===== config.mk =====
export PLATFORM = sky130hd
export DESIGN_NAME = gf2_poly_gcd_inverse_core
export DESIGN_NICKNAME = d
export VERILOG_FILES = /design/src/hw/rtl/gpgi_pkg.sv /design/src/hw/rtl/gpgi_dp.sv /design/src/hw/rtl/gpgi_ctrl.sv /design/src/hw/rtl/gf2_poly_gcd_inverse_core.sv
export SDC_FILE = /design/constraint.sdc
export NUM_CORES = 1
export LEC_CHECK = 0
export ABC_AREA = 1
export BUFFER_PORTS_ARGS = -buffer_cell sky130_fd_sc_hd__buf_2
export CELL_PAD_IN_SITES_DETAIL_PLACEMENT = 0
export CELL_PAD_IN_SITES_GLOBAL_PLACEMENT = 1
export CORE_ASPECT_RATIO = 1.5
export CORE_MARGIN = 1
export CORE_UTILIZATION = 49
export DETAILED_ROUTE_END_ITERATION = 6
export PLACE_DENSITY = 0.85
export SLEW_MARGIN = 0
export SYNTH_ARGS = -nofsm -noshare
export SYNTH_HDL_FRONTEND = slang
export SYNTH_HIERARCHICAL = 1
export SYNTH_SLANG_ARGS = --single-unit

===== constraint.sdc =====
create_clock -name clock -period 11.7 [get_ports clock]
set_input_delay 2.34 -clock clock [delete_from_list [all_inputs] [get_ports clock]]
set_output_delay 2.34 -clock clock [all_outputs]
set_load 0.005 [all_outputs]

===== src/hw/rtl/gpgi_pkg.sv =====
// Shared types and constants for the GF(2) polynomial gcd and inverse core.
`default_nettype none

package gpgi_pkg;

   // Width of every polynomial field on the ports.
   localparam int FIELD_BITS = 32;

   // Datapath operations issued by the controller.
   typedef enum logic [3:0] {
      OP_NONE     = 4'd0,
      OP_LOAD     = 4'd1,
      OP_SHIFT_B  = 4'd2,
      OP_SHIFT_A  = 4'd3,
      OP_DIV_STEP = 4'd4,
      OP_DIV_LAST = 4'd5,
      OP_SHIFT_R  = 4'd6,
      OP_SWAP     = 4'd7,
      OP_ALIGN    = 4'd8
   } op_type;

   typedef struct packed {
      op_type op;
      logic   out_load;
   } cmd_type;

   typedef struct packed {
      logic a_top;
      logic a_zero;
      logic b_top;
      logic b_zero;
      logic pos_gt_db;
      logic pos_lt_db;
      logic db_full;
   } status_type;

endpackage

`default_nettype wire


===== src/hw/rtl/gpgi_dp.sv =====
// Datapath: left-aligned remainder pair, cofactors and the result register.
`default_nettype none

module gpgi_dp #(
   parameter int POLY_BITS = 32
) (
   input  wire                               clock,
   input  wire gpgi_pkg::cmd_type            cmd,
   output gpgi_pkg::status_type              status,
   input  wire [gpgi_pkg::FIELD_BITS-1:0]    req_poly_value,
   input  wire [gpgi_pkg::FIELD_BITS-1:0]    req_poly_modulus,
   output logic [gpgi_pkg::FIELD_BITS-1:0]   rsp_gcd_poly,
   output logic [gpgi_pkg::FIELD_BITS-1:0]   rsp_inverse_poly,
   output logic                              rsp_invertible
);

   localparam int W  = POLY_BITS;
   localparam int PW = $clog2(W);
   localparam int FB = gpgi_pkg::FIELD_BITS;

   // The remainders are kept with their leading term in the top bit; pos_ff and
   // db_ff hold the degree that the top bit of a_ff and b_ff stands for.
   logic [W-1:0]  a_ff, a_in, b_ff, b_in;
   logic [W-1:0]  u_ff, u_in, v_ff, v_in, vs_ff, vs_in;
   logic [PW-1:0] pos_ff, pos_in, db_ff, db_in;
   logic          mod_zero_ff, mod_zero_in, mod_one_ff, mod_one_in;
   logic [FB-1:0] gcd_ff, gcd_in, inv_ff, inv_in;
   logic          ok_ff, ok_in;

   logic [W-1:0]  val_w, mod_w, a_red, u_red;
   logic          gcd_one;

   always_comb begin
      val_w   = W'(req_poly_value);
      mod_w   = W'(req_poly_modulus);
      // One step of long division: cancel the leading term when it is set.
      a_red   = a_ff[W-1] ? (a_ff ^ b_ff) : a_ff;
      u_red   = a_ff[W-1] ? (u_ff ^ vs_ff) : u_ff;
      gcd_one = (b_ff == W'(1));

      a_in        = a_ff;
      b_in        = b_ff;
      u_in        = u_ff;
      v_in        = v_ff;
      vs_in       = vs_ff;
      pos_in      = pos_ff;
      db_in       = db_ff;
      mod_zero_in = mod_zero_ff;
      mod_one_in  = mod_one_ff;

      unique case (cmd.op)
         gpgi_pkg::OP_LOAD: begin
            a_in        = mod_w;
            b_in        = val_w;
            u_in        = '0;
            v_in        = W'(1);
            vs_in       = W'(1);
            pos_in      = PW'(W-1);
            db_in       = PW'(W-1);
            mod_zero_in = (mod_w == '0);
            mod_one_in  = (mod_w == W'(1));
         end
         gpgi_pkg::OP_SHIFT_B: begin
            b_in  = b_ff << 1;
            db_in = db_ff - PW'(1);
            vs_in = vs_ff << 1;
         end
         gpgi_pkg::OP_SHIFT_A: begin
            a_in   = a_ff << 1;
            pos_in = pos_ff - PW'(1);
            vs_in  = vs_ff >> 1;
         end
         gpgi_pkg::OP_DIV_STEP: begin
            a_in   = a_red << 1;
            u_in   = u_red;
            vs_in  = vs_ff >> 1;
            pos_in = pos_ff - PW'(1);
         end
         gpgi_pkg::OP_DIV_LAST: begin
            // The new cofactor is pre-shifted here and during renormalization of
            // the remainder, so it is aligned for the next division.
            a_in   = a_red << 1;
            u_in   = u_red;
            vs_in  = u_red << 1;
            pos_in = db_ff - PW'(1);
         end
         gpgi_pkg::OP_SHIFT_R: begin
            a_in   = a_ff << 1;
            pos_in = pos_ff - PW'(1);
            vs_in  = vs_ff << 1;
         end
         gpgi_pkg::OP_SWAP: begin
            a_in   = b_ff;
            b_in   = a_ff;
            pos_in = db_ff;
            db_in  = pos_ff;
            u_in   = v_ff;
            v_in   = u_ff;
         end
         gpgi_pkg::OP_ALIGN: begin
            b_in  = b_ff >> 1;
            db_in = db_ff + PW'(1);
         end
         default: begin
         end
      endcase

      gcd_in = gcd_ff;
      inv_in = inv_ff;
      ok_in  = ok_ff;
      if (cmd.out_load) begin
         gcd_in = FB'(b_ff);
         ok_in  = gcd_one && !mod_zero_ff;
         // Every residue modulo one is zero.
         inv_in = (gcd_one && !mod_zero_ff && !mod_one_ff) ? FB'(v_ff) : '0;
      end
   end

   always_ff @(posedge clock) begin
      a_ff        <= a_in;
      b_ff        <= b_in;
      u_ff        <= u_in;
      v_ff        <= v_in;
      vs_ff       <= vs_in;
      pos_ff      <= pos_in;
      db_ff       <= db_in;
      mod_zero_ff <= mod_zero_in;
      mod_one_ff  <= mod_one_in;
      gcd_ff      <= gcd_in;
      inv_ff      <= inv_in;
      ok_ff       <= ok_in;
   end

   always_comb begin
      status.a_top     = a_ff[W-1];
      status.a_zero    = (a_ff == '0);
      status.b_top     = b_ff[W-1];
      status.b_zero    = (b_ff == '0);
      status.pos_gt_db = (pos_ff > db_ff);
      status.pos_lt_db = (pos_ff < db_ff);
      status.db_full   = (db_ff == PW'(W-1));
   end

   assign rsp_gcd_poly     = gcd_ff;
   assign rsp_inverse_poly = inv_ff;
   assign rsp_invertible   = ok_ff;

endmodule

`default_nettype wire


===== src/hw/rtl/gpgi_ctrl.sv =====
// Controller state machine that sequences the extended Euclid datapath.
`default_nettype none

module gpgi_ctrl (
   input  wire                       clock,
   input  wire                       reset,
   input  wire                       req_valid,
   output logic                      req_ready,
   output logic                      rsp_valid,
   input  wire                       rsp_ready,
   input  wire gpgi_pkg::status_type status,
   output gpgi_pkg::cmd_type         cmd
);

   typedef enum logic [7:0] {
      ST_IDLE   = 8'b0000_0001,
      ST_START  = 8'b0000_0010,
      ST_NORMB  = 8'b0000_0100,
      ST_NORMA  = 8'b0000_1000,
      ST_DIV    = 8'b0001_0000,
      ST_NORMR  = 8'b0010_0000,
      ST_UNNORM = 8'b0100_0000,
      ST_DONE   = 8'b1000_0000
   } state_type;

   state_type state_ff, state_in;
   logic      rsp_valid_ff, rsp_valid_in;

   always_comb begin
      state_in     = state_ff;
      cmd.op       = gpgi_pkg::OP_NONE;
      cmd.out_load = 1'b0;

      unique case (state_ff)
         ST_IDLE: begin
            if (req_valid) begin
               cmd.op   = gpgi_pkg::OP_LOAD;
               state_in = ST_START;
            end
         end
         ST_START: begin
            // A zero operand makes the other operand the gcd at once.
            if (status.a_zero) begin
               state_in = ST_DONE;
            end else if (status.b_zero) begin
               cmd.op   = gpgi_pkg::OP_SWAP;
               state_in = ST_DONE;
            end else begin
               state_in = ST_NORMB;
            end
         end
         ST_NORMB: begin
            if (status.b_top) begin
               state_in = ST_NORMA;
            end else begin
               cmd.op = gpgi_pkg::OP_SHIFT_B;
            end
         end
         ST_NORMA: begin
            if (status.a_top) begin
               // A value of higher degree than the modulus gives a zero quotient.
               if (status.pos_lt_db) begin
                  cmd.op = gpgi_pkg::OP_SWAP;
               end
               state_in = ST_DIV;
            end else begin
               cmd.op = gpgi_pkg::OP_SHIFT_A;
            end
         end
         ST_DIV: begin
            if (status.pos_gt_db) begin
               cmd.op = gpgi_pkg::OP_DIV_STEP;
            end else begin
               cmd.op   = gpgi_pkg::OP_DIV_LAST;
               state_in = ST_NORMR;
            end
         end
         ST_NORMR: begin
            if (status.a_zero) begin
               state_in = ST_UNNORM;
            end else if (status.a_top) begin
               cmd.op   = gpgi_pkg::OP_SWAP;
               state_in = ST_DIV;
            end else begin
               cmd.op = gpgi_pkg::OP_SHIFT_R;
            end
         end
         ST_UNNORM: begin
            if (status.db_full) begin
               state_in = ST_DONE;
            end else begin
               cmd.op = gpgi_pkg::OP_ALIGN;
            end
         end
         ST_DONE: begin
            if (!rsp_valid_ff || rsp_ready) begin
               cmd.out_load = 1'b1;
               state_in     = ST_IDLE;
            end
         end
         default: begin
            state_in = ST_IDLE;
         end
      endcase

      rsp_valid_in = cmd.out_load || (rsp_valid_ff && !rsp_ready);
   end

   always_ff @(posedge clock) begin
      if (reset) begin
         state_ff     <= ST_IDLE;
         rsp_valid_ff <= 1'b0;
      end else begin
         state_ff     <= state_in;
         rsp_valid_ff <= rsp_valid_in;
      end
   end

   assign req_ready = (state_ff == ST_IDLE);
   assign rsp_valid = rsp_valid_ff;

endmodule

`default_nettype wire


===== src/hw/rtl/gf2_poly_gcd_inverse_core.sv =====
// After acceptance, the controller loads the operands, normalizes value and modulus so that the
// leading term of each stands in the top bit, then runs the divisions, taking one quotient bit
// and one remainder shift at a time with a swap before each further division, and finally
// right-aligns the gcd. One transaction at a time: a new one is accepted only once the last
// has left the datapath, even while its result still waits to be taken.
// Synchronous active-high reset returns the controller to idle with no result pending.
`default_nettype none

module gf2_poly_gcd_inverse_core #(
   parameter int POLY_BITS = 32
) (
   input  wire                              clock,
   input  wire                              reset,
   input  wire                              req_valid,
   output logic                             req_ready,
   input  wire [gpgi_pkg::FIELD_BITS-1:0]   req_poly_value,
   input  wire [gpgi_pkg::FIELD_BITS-1:0]   req_poly_modulus,
   output logic                             rsp_valid,
   input  wire                              rsp_ready,
   output logic [gpgi_pkg::FIELD_BITS-1:0]  rsp_gcd_poly,
   output logic [gpgi_pkg::FIELD_BITS-1:0]  rsp_inverse_poly,
   output logic                             rsp_invertible
);

   gpgi_pkg::cmd_type    cmd;
   gpgi_pkg::status_type status;

   gpgi_ctrl u_ctrl (
      .clock     (clock),
      .reset     (reset),
      .req_valid (req_valid),
      .req_ready (req_ready),
      .rsp_valid (rsp_valid),
      .rsp_ready (rsp_ready),
      .status    (status),
      .cmd       (cmd)
   );

   gpgi_dp #(
      .POLY_BITS (POLY_BITS)
   ) u_dp (
      .clock            (clock),
      .cmd              (cmd),
      .status           (status),
      .req_poly_value   (req_poly_value),
      .req_poly_modulus (req_poly_modulus),
      .rsp_gcd_poly     (rsp_gcd_poly),
      .rsp_inverse_poly (rsp_inverse_poly),
      .rsp_invertible   (rsp_invertible)
   );

   // The core is busy right after it takes a transaction.
   a_busy_after_accept: assert property (@(posedge clock) disable iff (reset)
      (req_valid && req_ready) |=> !req_ready)
      else $error("input ready stayed high after an accepted transaction");

   a_invertible_gcd_one: assert property (@(posedge clock) disable iff (reset)
      (rsp_valid && rsp_invertible) |-> (rsp_gcd_poly == gpgi_pkg::FIELD_BITS'(1)))
      else $error("invertible result with a gcd other than one");

   a_no_inverse_zero: assert property (@(posedge clock) disable iff (reset)
      (rsp_valid && !rsp_invertible) |-> (rsp_inverse_poly == '0))
      else $error("nonzero inverse on a non-invertible result");

endmodule

`default_nettype wire

==> results.yml <==
status:
  outcome: "finished, final reports clean"
cts:
  htreeDepth: 1
  ctsResizeCount: 0
  cts_inserted_buffers: 24
  path_clk_slew_ns: 0.06
  postCtsSetupBuffers: 0
  clockBufferDepth: 3
  clock_sinks: 246
  insertion_delay_ns: 0.53
  ctsHoldBuffers: 0
  tritoncts: "built"
  root_buffer: "clkbuf_16"
worst_setup_path:
  cp.arrival_ns: 5.45
  cp_cell_sequence: "buf_4 -> inv_1 -> buf_4 -> nand4_1 -> nor3_1 -> nand2_1 -> nor2_1 -> inv_1 -> nand3_1 -> o21ai_0 -> inv_1 -> nand3_1 -> inv_2 -> nor2_2 -> nand2_1 -> buf_4 -> nand3_2 -> inv_2 -> nand2_1 -> buf_4"
  crit_slowest_cell: "inv_2"
  path_max_fanout: 70
  crit_type: "flip-flop to flip-flop"
  cp_common_cell: "buf_4"
  crit_path_start_kind: "flip-flop"
  cp.required_ns: 11.93
  end_kind: "flip-flop"
  critical-path-max-stage-delay_ns: 0.54
timing:
  rsz0062_at_grt: "no"
  fmax_mhz: 192
  tightest_slew_ns: 1.09
  slew_viol_final: 0
  slew-limit-headroom: 0.274
  hold_violations: 0
  post-route-min-period_ns: 5.22
  setup_tns_ns: 0
  skew_ns: 0.0146
  min_period_over_period: 0.446
  final-setup-viol-count: 0
routing:
  vias: 9935
  drtIter0Drc: 771
  first_pass_iters: 7
  wl_per_cell_um: 17.5
  drt_wl_total_um: 31900
  viasPerCell: 5.45
  ant_nets: 0
  drc: 0
finish:
  syn2layout_area_growth_pct: 13.6
  finalNetCount: 1556
  fillers: 2306
  final_layout_size_suffix_gt1_frac: 0.150
  fin_util: 0.569
  diodes: 0
grt:
  antenna_found_initial: 0
  grt_max_degree: 100
  grt_usage: 0.245
  grt_pass1_wl_um: 50400
  grtUsageMet3: 0.0259
  grt_overflow: 0
  busiest_layer: "met2"
  gr-usage-met2: 0.450
  grt_pass1_vias: 9807
  grt_use_met1: 0.284
synthesis:
  synthXorXnorAreaFrac: 0.0236
  yosysTopAreaCell: "edfxtp_1"
  synth_area_um2: 12600
  muxShareOfSynthArea: 0
  synth_top_family_by_area: "simple AND/OR/NAND/NOR gates"
  postSynthCellCount: 1364
  synth_top_cells_by_area: "edfxtp_1, nand2_1, nor2_1, inv_1, nand3_1"
  ys_seq_area_frac: 0.579
  synth-seq-cells: 246
  synthSimpleGateAreaFrac: 0.217
  synth-adder-area-share: 0.00894
  netlist.area_leader.share: 0.565
  synth_fp_nets: 1441
  yosysWarnings: 6
  synth_compound_area_frac: 0.0943
  post_synth_num_cell_types: 36
  syn-mean-instance-area_um2: 9.23
power:
  seqPwrFrac: 0.537
  internal_power_mw: 1.49
  worst_ir_drop_vdd_mv: 0.113
  p_leak_nw: 5.89
  clkPwrFrac: 0.384
  netSwitchingPower_mw: 0.484
  p_per_area_nw_per_um2: 138
  p_comb_frac: 0.080
  swShare: 0.245
floorplan:
  dieArea_um2: 26400
  chipHeight_um: 198
  die_x_um: 133
  core-area_um2: 25100
  io-pin-count: 135
  rows: 71
  start_util: 0.501
run:
  cap_violations: 0
placement:
  gp_routability_congestion: 0.849
  io_buffer_count: 134
  hpwl_um: 21000
min_path:
  hold_class: "flip-flop to flip-flop"
==> critical path, delay by kind of cell, from the launching register on <==
family | cells | cell delay [ns]
AO/OA/AOI/OAI | 1 | 0.08
flip-flops | 1 | 0.36
buffers and inverters | 9 | 2.55
AND/OR/NAND/NOR | 10 | 1.90
==> cells in the mapped netlist (all sizes together) <==
cell type,number
nor3,8
buf,42
or2,2
edfxtp,237
inv,183
xnor2,1
a21oi,8
a31oi,1
clkbuf,19
nand3b,3
a22oi,43
nor4,2
nand2,292
nor3b,1
o211ai,23
nand3,127
ha,9
xor2,33
dfxtp,9
o2111ai,1
o21ai,65
o22ai,48
o31ai,1
nor2,191
nand4,15
==> layout by cell type, fill, tap and decap left out, types with 5 or more instances in the layout <==
cell and count:
o21ai_0 58, nand2_2 5, o211ai_1 23, nor2_1 178, o21ai_1 6, a21oi_1 7, buf_2 134, nand2_1 286
clkinv_1 6, nand4_1 15, clkbuf_16 24, dfxtp_1 9, buf_4 16, inv_2 10, o22ai_1 48, nor3_1 8
nor2_2 8, edfxtp_1 237, ha_1 9, nor2_4 5, inv_1 173, nand3_1 121, nand3_2 6, a22oi_1 43
clkbuf_1 5, xor2_1 33
==> power groups by stage <==
stage	Sequential, mW	Clock (mW)	Combinational [mW]
floorplan	1.07	0	0.103
global placement	1.08	0	0.156
detailed placement	1.08	0	0.158
CTS	1.06	0.773	0.158
global route	1.07	0.805	0.176
finish	1.06	0.758	0.158
==> worst paths after layout <==
check | startpoint | to | slack, ns | cells past startpoint
max | u_dp/a_ff[31] | u_dp/b_ff[15] | 6.48 | 20
min | u_dp/b_ff[23] | u_dp/rsp_gcd_poly[23] | 0.52 | 0
max reg2reg | u_dp/a_ff[31] | u_dp/b_ff[15] | 6.48 | 20
min reg2reg | u_dp/b_ff[23] | u_dp/rsp_gcd_poly[23] | 0.52 | 0
==> through the flow <==
stage	power, mW	worst slack [ns]	instance area (um^2)	hold slack (ns)	cells
3_3_place_gp	1.23	6.49	13600	0.507	1781
3_5_place_dp	1.24	6.39	13600	0.501	1781
2_1_floorplan	1.17	6.01	12600	0.473	1364
6_report	1.98	6.48	14300	0.521	1824
4_1_cts	1.99	6.42	14300	0.518	1824
5_1_grt	2.05	5.97	14300	0.530	1824
==> flip-flops by register name, summed over array words and instances (netlist names) <==
name / flops
u_ctrl/rsp_valid: 1
u_ctrl/state_ff: 8
u_dp/a_ff: 32
u_dp/b_ff: 32
u_dp/db_ff: 5
u_dp/mod_one_ff: 1
u_dp/mod_zero_ff: 1
u_dp/pos_ff: 5
u_dp/rsp_gcd_poly: 32
u_dp/rsp_inverse_poly: 32
u_dp/rsp_invertible: 1
u_dp/u_ff: 32
u_dp/v_ff: 32
u_dp/vs_ff: 32
==> logic make-up after synthesis <==
group / after synthesis
AOI/OAI and AO/OA: 190
xor gates and xnor gates: 34
adders and majority gates: 9
buffers and inverters: 244
DFF: 246
and+or+nand+nor: 641
==> per-layer routing <==
metal / part of all wire / vias to the layer above / routed length [um]
met4: 0.036 / 0 / 1150
met2: 0.52 / 292 / 16500
li1: - / 4851 / -
met1: 0.40 / 4728 / 12900
met5: 0 / - / 0
met3: 0.044 / 64 / 1410
==> cell type report <==
cell class	count	area, um^2	area share
clock inverters	14	135	0.00944
well taps	328	410	0.0287
inverters	183	687	0.0480
repair buffers	150	791	0.0553
flip-flops and latches	246	7300	0.510
clock buffers	29	619	0.0433
multi-input cells	874	4370	0.305
Note: power is estimated with default switching activity, not from simulation.
